`config.mk`:
```
export PLATFORM = sky130hd
export DESIGN_NAME = pcm_frame_deframer
export DESIGN_NICKNAME = d
export VERILOG_FILES = /design/src/sv/pfd_pkg.sv /design/src/sv/pcm_frame_deframer.sv /design/src/sv/pfd_parser.sv /design/src/sv/pfd_out_queue.sv
export SDC_FILE = /design/constraint.sdc
export NUM_CORES = 2
export LEC_CHECK = 0
export BUFFER_PORTS_ARGS = -buffer_cell sky130_fd_sc_hd__buf_4
export CAP_MARGIN = 10
export CORE_MARGIN = 4
export CORE_UTILIZATION = 39
export DETAILED_ROUTE_END_ITERATION = 6
export PLACE_DENSITY_LB_ADDON = 0.08
export SLEW_MARGIN = 20
export SYNTH_ARGS = -nofsm -noshare
export SYNTH_HDL_FRONTEND = slang
export SYNTH_HIERARCHICAL = 1
export SYNTH_SLANG_ARGS = --single-unit
```
`constraint.sdc`:
```
create_clock -name clock -period 38.5 [get_ports clock]
set_input_delay 7.7 -clock clock [delete_from_list [all_inputs] [get_ports clock]]
set_output_delay 7.7 -clock clock [all_outputs]
set_load 0.005 [all_outputs]
```
`src/sv/pfd_pkg.sv`:
```
// Shared types and constants for the PCM frame deframer.
`default_nettype none
package pfd_pkg;

   // Header geometry and byte counter
   localparam int HEADER_BYTES = 64;
   localparam int HDR_IDX_W    = $clog2(HEADER_BYTES);
   localparam int POS_W        = 12;
   localparam logic [POS_W-1:0] POS_MAX = '1;

   // Header field values that a good header carries
   localparam logic [31:0] MAGIC_BPV1   = 32'h4250_5631;
   localparam logic [7:0]  VERSION_ONE  = 8'd1;
   localparam logic [7:0]  DIR_DOWN     = 8'd2;
   localparam logic [15:0] HDR_LEN      = 16'd64;
   localparam logic [7:0]  FORMAT_ONE   = 8'd1;
   localparam logic [31:0] SAMPLE_RATE  = 32'd24000;
   localparam logic [15:0] KNOWN_FLAGS  = 16'h0007;

   // Result queue
   localparam int QUEUE_DEPTH = 4;
   localparam int QPTR_W      = $clog2(QUEUE_DEPTH);
   localparam int QCNT_W      = $clog2(QUEUE_DEPTH + 1);

   // Configuration register indexes
   localparam int CSR_IDX_W = 8;
   typedef enum logic [CSR_IDX_W-1:0] {
      CSR_DEVICE_ID_HIGH = 8'd0,
      CSR_DEVICE_ID_LOW  = 8'd1
   } csr_index_type;

   typedef enum logic {
      KIND_PAYLOAD = 1'b0,
      KIND_SUMMARY = 1'b1
   } kind_type;

   typedef enum logic [1:0] {
      STATUS_OK      = 2'd0,
      STATUS_HEADER  = 2'd1,
      STATUS_FRAMING = 2'd2
   } status_type;

   typedef struct packed {
      kind_type    kind;
      logic [7:0]  payload_byte;
      logic [15:0] frame_flags;
      logic [31:0] sequence_number;
      logic [63:0] stamp_us;
      logic [31:0] epoch_id;
      logic [31:0] sess_id;
      logic [31:0] turn_id;
      logic [31:0] strm_id;
      logic [31:0] payload_length;
      status_type  frame_status;
      logic        final_flag;
   } result_type;

   // Results produced by one accepted byte: count and the two slots
   typedef struct packed {
      logic [1:0] count;
      result_type first;
      result_type second;
   } push_type;

endpackage
`default_nettype wire

```
`src/sv/pcm_frame_deframer.sv`:
```
// Top level of the PCM frame deframer.
//
// Takes one message byte per cycle. The 64-byte big-endian header is stored
// and checked as it passes; each following payload byte (up to
// MAX_PAYLOAD_BYTES) is handed on as a payload result, and the final byte of
// the message adds a summary result with the header fields and a status
// (0 ok, 1 bad or short header, 2 framing error; discard the payload unless
// 0). Results of each accepted byte are registered into a four-entry result
// queue that delivers one result per cycle while rsp_ready is high. The final
// payload byte yields two results, so req_ready is low while fewer than two
// queue entries are free; with rsp_ready held high this never happens and
// bytes flow back to back. The user must write the device UUID registers on
// the csr_ port (index 0 high half, 1 low half) only while no message is in
// progress; the block does not enforce it. Writes are taken every cycle.
`default_nettype none
module pcm_frame_deframer #(
   parameter int MAX_PAYLOAD_BYTES = 960
) (
   input  wire logic         clock,
   input  wire logic         reset,

   input  wire logic         req_valid,
   output logic              req_ready,
   input  wire logic [7:0]   req_data_byte,
   input  wire logic         req_last_byte,

   output logic              rsp_valid,
   input  wire logic         rsp_ready,
   output logic              rsp_result_kind,
   output logic [7:0]        rsp_payload_byte,
   output logic [15:0]       rsp_frame_flags,
   output logic [31:0]       rsp_sequence_number,
   output logic [63:0]       rsp_stamp_us,
   output logic [31:0]       rsp_epoch_id,
   output logic [31:0]       rsp_sess_id,
   output logic [31:0]       rsp_turn_id,
   output logic [31:0]       rsp_strm_id,
   output logic [31:0]       rsp_payload_length,
   output logic [1:0]        rsp_frame_status,
   output logic              rsp_final_flag,

   input  wire logic                          csr_valid,
   output logic                               csr_ready,
   input  wire logic [pfd_pkg::CSR_IDX_W-1:0] csr_index,
   input  wire logic [63:0]                   csr_data
);
   import pfd_pkg::*;

   logic [63:0] dev_hi_ff, dev_lo_ff;
   logic        accept;
   logic        room;
   push_type    push;
   result_type  head;

   // Configuration registers
   assign csr_ready = 1'b1;

   always_ff @(posedge clock) begin
      if (reset) begin
         dev_hi_ff <= '0;
         dev_lo_ff <= '0;
      end else if (csr_valid) begin
         unique case (csr_index)
            CSR_DEVICE_ID_HIGH: dev_hi_ff <= csr_data;
            CSR_DEVICE_ID_LOW:  dev_lo_ff <= csr_data;
            default: ;
         endcase
      end
   end

   assign req_ready = room;
   assign accept    = req_valid && req_ready;

   pfd_parser #(
      .MAX_PAYLOAD_BYTES(MAX_PAYLOAD_BYTES)
   ) u_parser (
      .clock          (clock),
      .reset          (reset),
      .accept         (accept),
      .data_byte      (req_data_byte),
      .last_byte      (req_last_byte),
      .device_id_high (dev_hi_ff),
      .device_id_low  (dev_lo_ff),
      .push           (push)
   );

   pfd_out_queue u_queue (
      .clock     (clock),
      .reset     (reset),
      .push      (push),
      .pop       (rsp_ready),
      .head      (head),
      .not_empty (rsp_valid),
      .room      (room)
   );

   // Result fields
   assign rsp_result_kind     = head.kind;
   assign rsp_payload_byte    = head.payload_byte;
   assign rsp_frame_flags     = head.frame_flags;
   assign rsp_sequence_number = head.sequence_number;
   assign rsp_stamp_us        = head.stamp_us;
   assign rsp_epoch_id        = head.epoch_id;
   assign rsp_sess_id         = head.sess_id;
   assign rsp_turn_id         = head.turn_id;
   assign rsp_strm_id         = head.strm_id;
   assign rsp_payload_length  = head.payload_length;
   assign rsp_frame_status    = head.frame_status;
   assign rsp_final_flag      = head.final_flag;

endmodule
`default_nettype wire

```
`src/sv/pfd_parser.sv`:
```
// Byte position tracking, header store, header checks and result building.
`default_nettype none
module pfd_parser #(
   parameter int MAX_PAYLOAD_BYTES = 960
) (
   input  wire logic              clock,
   input  wire logic              reset,
   input  wire logic              accept,
   input  wire logic [7:0]        data_byte,
   input  wire logic              last_byte,
   input  wire logic [63:0]       device_id_high,
   input  wire logic [63:0]       device_id_low,
   output pfd_pkg::push_type      push
);
   import pfd_pkg::*;

   logic [POS_W-1:0] pos_ff, pos_in;
   logic             hdr_ok_ff, hdr_ok_in;
   logic [7:0]       hdr_ff [HEADER_BYTES];
   logic [7:0]       hdr_cur [HEADER_BYTES];

   logic             in_header;
   logic             basic_ok, rate_uuid_ok;
   logic [15:0]      flags;
   logic [31:0]      seq, len;
   logic             pass_payload, bad_framing;
   result_type       pay_res, sum_res;

   // Header view including the byte arriving now
   always_comb begin
      hdr_cur = hdr_ff;
      if (in_header) begin
         hdr_cur[pos_ff[HDR_IDX_W-1:0]] = data_byte;
      end
   end

   assign in_header = (pos_ff < POS_W'(HEADER_BYTES));

   // Header checks
   assign basic_ok = ({hdr_cur[0], hdr_cur[1], hdr_cur[2], hdr_cur[3]} == MAGIC_BPV1)
                     && (hdr_cur[4] == VERSION_ONE) && (hdr_cur[5] == DIR_DOWN)
                     && ({hdr_cur[8], hdr_cur[9]} == HDR_LEN)
                     && (hdr_cur[10] == FORMAT_ONE) && (hdr_cur[11] == FORMAT_ONE);
   assign rate_uuid_ok =
      ({hdr_cur[12], hdr_cur[13], hdr_cur[14], hdr_cur[15]} == SAMPLE_RATE)
      && ({hdr_cur[36], hdr_cur[37], hdr_cur[38], hdr_cur[39],
           hdr_cur[40], hdr_cur[41], hdr_cur[42], hdr_cur[43]} == device_id_high)
      && ({hdr_cur[44], hdr_cur[45], hdr_cur[46], hdr_cur[47],
           hdr_cur[48], hdr_cur[49], hdr_cur[50], hdr_cur[51]} == device_id_low);

   assign flags = {hdr_cur[6], hdr_cur[7]};
   assign len   = {hdr_cur[16], hdr_cur[17], hdr_cur[18], hdr_cur[19]};
   assign seq   = {hdr_cur[20], hdr_cur[21], hdr_cur[22], hdr_cur[23]};

   // Position counter saturates; end of message restarts it
   always_comb begin
      pos_in = (pos_ff == POS_MAX) ? pos_ff : pos_ff + POS_W'(1);
   end

   // Payload pass window
   assign pass_payload = !in_header && hdr_ok_ff
      && ((32'(pos_ff) - 32'(HEADER_BYTES)) < 32'(MAX_PAYLOAD_BYTES));

   assign bad_framing = (len == 32'd0) || (len > 32'(MAX_PAYLOAD_BYTES)) || len[0]
      || (33'(pos_in) != (33'(len) + 33'(HEADER_BYTES)))
      || ((flags & ~KNOWN_FLAGS) != 16'd0)
      || !rate_uuid_ok
      || (seq == 32'hFFFF_FFFF)
      || ((seq == 32'd0) != flags[0]);

   // Result builders
   always_comb begin
      pay_res              = '0;
      pay_res.kind         = KIND_PAYLOAD;
      pay_res.payload_byte = data_byte;
      pay_res.frame_status = STATUS_OK;

      sum_res            = '0;
      sum_res.kind       = KIND_SUMMARY;
      sum_res.final_flag = 1'b1;
      if ((pos_in < POS_W'(HEADER_BYTES)) || !basic_ok) begin
         sum_res.frame_status = STATUS_HEADER;
      end else begin
         sum_res.frame_flags     = flags;
         sum_res.sequence_number = seq;
         sum_res.stamp_us        = {hdr_cur[24], hdr_cur[25], hdr_cur[26], hdr_cur[27],
                                    hdr_cur[28], hdr_cur[29], hdr_cur[30], hdr_cur[31]};
         sum_res.epoch_id        = {hdr_cur[32], hdr_cur[33], hdr_cur[34], hdr_cur[35]};
         sum_res.sess_id         = {hdr_cur[52], hdr_cur[53], hdr_cur[54], hdr_cur[55]};
         sum_res.turn_id         = {hdr_cur[56], hdr_cur[57], hdr_cur[58], hdr_cur[59]};
         sum_res.strm_id         = {hdr_cur[60], hdr_cur[61], hdr_cur[62], hdr_cur[63]};
         sum_res.payload_length  = len;
         sum_res.frame_status    = bad_framing ? STATUS_FRAMING : STATUS_OK;
      end
   end

   // Pack results for the queue: payload first, summary behind it
   always_comb begin
      push.count  = 2'd0;
      push.first  = pay_res;
      push.second = sum_res;
      if (accept) begin
         priority if (pass_payload && last_byte) begin
            push.count = 2'd2;
         end else if (pass_payload) begin
            push.count = 2'd1;
         end else if (last_byte) begin
            push.count = 2'd1;
            push.first = sum_res;
         end else begin
            // header byte or dropped payload byte: nothing to queue
            push.count = 2'd0;
         end
      end
   end

   // Header ok flag
   always_comb begin
      hdr_ok_in = hdr_ok_ff;
      if (pos_ff == POS_W'(HEADER_BYTES - 1)) begin
         hdr_ok_in = basic_ok && rate_uuid_ok;
      end
      if (last_byte) begin
         hdr_ok_in = 1'b0;
      end
   end

   // Control state
   always_ff @(posedge clock) begin
      if (reset) begin
         pos_ff    <= '0;
         hdr_ok_ff <= 1'b0;
      end else if (accept) begin
         pos_ff    <= last_byte ? '0 : pos_in;
         hdr_ok_ff <= hdr_ok_in;
      end
   end

   // Header byte store
   always_ff @(posedge clock) begin
      if (accept && in_header) begin
         hdr_ff[pos_ff[HDR_IDX_W-1:0]] <= data_byte;
      end
   end

   // Two results only leave for the final byte after a checked header
   a_payload_needs_header: assert property (@(posedge clock) disable iff (reset)
      (push.count == 2'd2) |-> (hdr_ok_ff && last_byte))
      else $error("two results without a checked header and final byte");
   // Position restarts after the final byte
   a_pos_restart: assert property (@(posedge clock) disable iff (reset)
      (accept && last_byte) |=> (pos_ff == '0) && !hdr_ok_ff)
      else $error("position not cleared after final byte");
   // Header flag is only raised at the last header byte
   a_hdr_ok_rise: assert property (@(posedge clock) disable iff (reset)
      $rose(hdr_ok_ff) |-> ($past(pos_ff) == POS_W'(HEADER_BYTES - 1)))
      else $error("header flag raised outside the last header byte");

endmodule
`default_nettype wire

```
`src/sv/pfd_out_queue.sv`:
```
// Result queue: takes up to two results a cycle, delivers one while pop is high.
`default_nettype none
module pfd_out_queue (
   input  wire logic               clock,
   input  wire logic               reset,
   input  wire pfd_pkg::push_type  push,
   input  wire logic               pop,
   output pfd_pkg::result_type     head,
   output logic                    not_empty,
   output logic                    room
);
   import pfd_pkg::*;

   result_type          mem_ff [QUEUE_DEPTH];
   logic [QPTR_W-1:0]   wr_ptr_ff, wr_ptr_in;
   logic [QPTR_W-1:0]   rd_ptr_ff, rd_ptr_in;
   logic [QCNT_W-1:0]   cnt_ff, cnt_in;
   logic                do_pop;

   assign do_pop    = pop && (cnt_ff != '0);
   assign not_empty = (cnt_ff != '0);
   assign room      = (cnt_ff <= QCNT_W'(QUEUE_DEPTH - 2));
   assign head      = mem_ff[rd_ptr_ff];

   // Pointer and occupancy update
   always_comb begin
      wr_ptr_in = wr_ptr_ff + QPTR_W'(push.count);
      rd_ptr_in = rd_ptr_ff + QPTR_W'(do_pop);
      cnt_in    = cnt_ff + QCNT_W'(push.count) - QCNT_W'(do_pop);
   end

   always_ff @(posedge clock) begin
      if (reset) begin
         wr_ptr_ff <= '0;
         rd_ptr_ff <= '0;
         cnt_ff    <= '0;
      end else begin
         wr_ptr_ff <= wr_ptr_in;
         rd_ptr_ff <= rd_ptr_in;
         cnt_ff    <= cnt_in;
      end
   end

   // Entry storage
   always_ff @(posedge clock) begin
      if (push.count != 2'd0) begin
         mem_ff[wr_ptr_ff] <= push.first;
      end
      if (push.count == 2'd2) begin
         mem_ff[wr_ptr_ff + QPTR_W'(1)] <= push.second;
      end
   end

   a_no_overflow: assert property (@(posedge clock) disable iff (reset)
      cnt_ff <= QCNT_W'(QUEUE_DEPTH))
      else $error("result queue overflow");
   a_push_has_room: assert property (@(posedge clock) disable iff (reset)
      (push.count != 2'd0) |-> room)
      else $error("push into queue without room");
   a_pop_drains: assert property (@(posedge clock) disable iff (reset)
      (do_pop && (push.count == 2'd0)) |=> (cnt_ff == $past(cnt_ff) - QCNT_W'(1)))
      else $error("pop did not drain an entry");

endmodule
`default_nettype wire
```
==> results.ini <==
[status]
status = finished clean

[sta]
slew_viol_final = 0
maxSlewHeadroom_pct = 21.3
rsz0062_at_grt = false
final_hold_viol_count = 0
skew_ns = 0.0469
period_minus_slack_ns = 13.24
tns_ns = 0
tightest_slew_ns = 1.18
fin_ws_ns = 25.26
period_share_pct = 34.4
fmax_ghz = 0.0755
setup_viol = 0

[routing]
wirelength_um = 303000
dr.first_iter.drc_count = 5212
drc_errors = 0
viasPerCell = 5.71
antenna_left = 0
routedWlPerCell_um = 28.7
first_pass_iters = 6
vias = 60300

[global_routing]
grt_pass1_wl_um = 439000
grt_busiest_layer = met2
antenna_found_initial = 15
met1_usage_pct = 32.2
grtUsageMet2_pct = 39.4
grt-ovfl-total = 0
grt_pass1_vias = 61700
grt_max_degree = 139
grt_util_all_layers_pct = 23.6
use_met3_pct = 3.21

[die]
io_pins = 373
core_area_um2 = 241000
die_height_um = 500
placementRows = 180
dieArea_um2 = 250000
die-width_um = 500
start_util_pct = 39.2

[cts]
cts_tree = built
hold_buffers = 0
cts_setup_buffers = 0
worstSkewPairLatency_ns = 0.86
numCtsBuffers = 208
cts_max_level = 4
root_buffer = clkbuf_16
path_clk_slew_ns = 0.05
clock_sinks = 1796
cts_buffer_depth = 3
cts_resized = 0

[logic_synthesis]
synth_xor_area_share_pct = 1.11
async_flop_share_pct = 0
syn_area_per_cell_um2 = 13.5
synth_top_family_by_area = multiplexers
synth-warning-count = 6
ys_seq_area_share_pct = 55.5
synthSimpleGateAreaFrac_pct = 9.13
synthFlopType = edfxtp_1
synthMuxAreaShare_pct = 26.9
postSynthCellCount = 7020
synthAdderAreaFrac_pct = 0.114
synth_compound_area_share_pct = 4.12
syn_area_um2 = 94500
netlist-cell-type-count = 96
synth_enable_flop_cells = 1648
yosys_register_bits = 1796

[critical_path]
path_buf_inv = 4
worstPathArrival_ns = 13.83
end_kind = flop
crit_chain = buf_4, buf_4, nor4_2, a311o_1, o221ai_1, or4_1, nor4_2, o221ai_1, or2_4, nand2b_4, buf_12, buf_4, nor2_1, mux2_2
max_stage_delay_ns = 0.86
cp_slowest_cell = nand2b_4
crit_top_cell = buf_4
worstSetupStartpointType = primary input
crit_type = in2reg
cp_top_family = buffers and inverters
cp.required_ns = 39.09
crit_fanout = 121

[placement]
placed_area_um2 = 99900
gp_congestion = 0.893
portBuffers = 371
place_ws_ns = 24.30
dp_hpwl_um = 179000

[worst_hold_path]
hold_path_class = reg2reg

[cells_and_area]
area_growth_pct = 12.7
fin_util_pct = 44.2
drive_above_1_share_pct = 33.2
fillerInstances = 21800
design_area_um2 = 106000
nNetsFinal = 7299

[power]
power_density_nw_per_um2 = 49.3
p_leak_nw = 40.0
peakVddDrop_uv = 37.9

[flow_run]
cap_violations = 0

-- layer usage --
metal / up-vias / part of all wire, %
li1: 27000 / -
met1: 30900 / 44
met2: 1929 / 48
met3: 505 / 5.5
met4: 0 / 3.2
met5: - / 0
-- path summary, 6_finish.rpt --
path | slack [ns] | cells after the start | from | end
worst max register to register | 31.41 | 13 | u_parser/pos_ff[6] | u_queue/mem_ff[1][86]
worst min register to register | 0.48 | 2 | dev_lo_ff[12] | dev_lo_ff[12]
worst min-delay path | 0.48 | 2 | dev_lo_ff[12] | dev_lo_ff[12]
worst max-delay path | 25.26 | 14 | req_data_byte[3] | u_queue/mem_ff[1][86]
-- where the power goes --
| part | internal (mW) | leakage (nW) | switching (mW) |
|---|---|---|---|
| clock | 1.09 | 3.15 | 0.827 |
| sequential | 2.31 | 17.0 | 0.0842 |
| combinational | 0.405 | 19.8 | 0.529 |
-- cell usage in the layout, fill, tap and decap left out, types with 114 or more instances in the layout --
cell type / instances
edfxtp_1: 1648
mux2_2: 1327
nor2_1: 655
nand2_1: 535
buf_4: 500
mux2i_1: 401
o21ai_0: 360
mux4_2: 285
clkbuf_16: 211
nand2b_1: 208
dfxtp_1: 146
a21oi_1: 114
-- kinds of logic after synthesis --
group                      count (synthesis)
DFF                                     1796
AOI/OAI and AO/OA                        663
other                                      3
xor gates and xnor gates                 117
muxes                                   2015
adders and majority gates                  8
buffers and inverters                    607
and+or+nand+nor                         1811
-- per-stage QoR --
step	instances	hold slack [ns]	power [mW]
after detailed placement	10200	0.469	3.40
after floorplan	7028	0.452	3.05
after global routing	10600	0.493	5.47
final	10600	0.482	5.25
after CTS	10600	0.482	5.32
after global placement	10200	0.463	3.39
-- layout make-up --
cell class / instances / area (um2) / area share (%)
sequential: 1796 / 52500 / 49.3
antenna: 6 / 15.0 / 0.0141
tap: 3185 / 3990 / 3.74
clock inverter: 96 / 843 / 0.792
clock buffer: 283 / 5650 / 5.31
inverter: 62 / 234 / 0.220
timing repair buffer: 512 / 3990 / 3.75
multi-input combinational: 4625 / 39300 / 36.9
-- flip-flops by register name (all words and copies together), names as in the netlist --
signal              count
u_queue/mem_ff       1136
u_parser/hdr_ff       512
dev_hi_ff              64
dev_lo_ff              64
u_parser/pos_ff        12
u_queue/cnt_ff          3
u_queue/rd_ptr_ff       2
u_queue/wr_ptr_ff       2
u_parser/hdr_ok_ff      1
-- worst reg2reg max path: stages (launching register included) --
cell,delay [ns]
dfxtp_1,0.42
or4_4,0.62
nor3_4,0.17
buf_12,0.42
buf_4,0.87
or3_1,0.22
nor3_1,0.06
o221ai_1,0.35
or2_4,0.68
nand2b_4,0.89
buf_12,0.63
buf_4,0.95
nor2_1,0.24
mux2_2,0.32
-- synth_stat cells, types with 29 or more instances --
cell type / instances / area (um2)
nor4_1: 44 / 275
buf_2: 126 / 631
nand2_1: 536 / 2010
nor3_1: 30 / 150
nand3_1: 47 / 235
o21ai_0: 361 / 1810
clkbuf_1: 288 / 1080
dfxtp_1: 148 / 2960
buf_6: 29 / 327
mux2_2: 1327 / 14900
inv_1: 61 / 229
xor2_1: 44 / 385
nor2b_1: 80 / 500
mux4_2: 285 / 6420
edfxtp_1: 1648 / 49500
buf_4: 74 / 556
nand2b_1: 208 / 1300
xnor2_1: 71 / 622
mux2i_1: 401 / 4010
a21oi_1: 114 / 571
nand4_1: 63 / 394
nor2_1: 660 / 2480
Note: power is estimated with default switching activity, not from simulation.
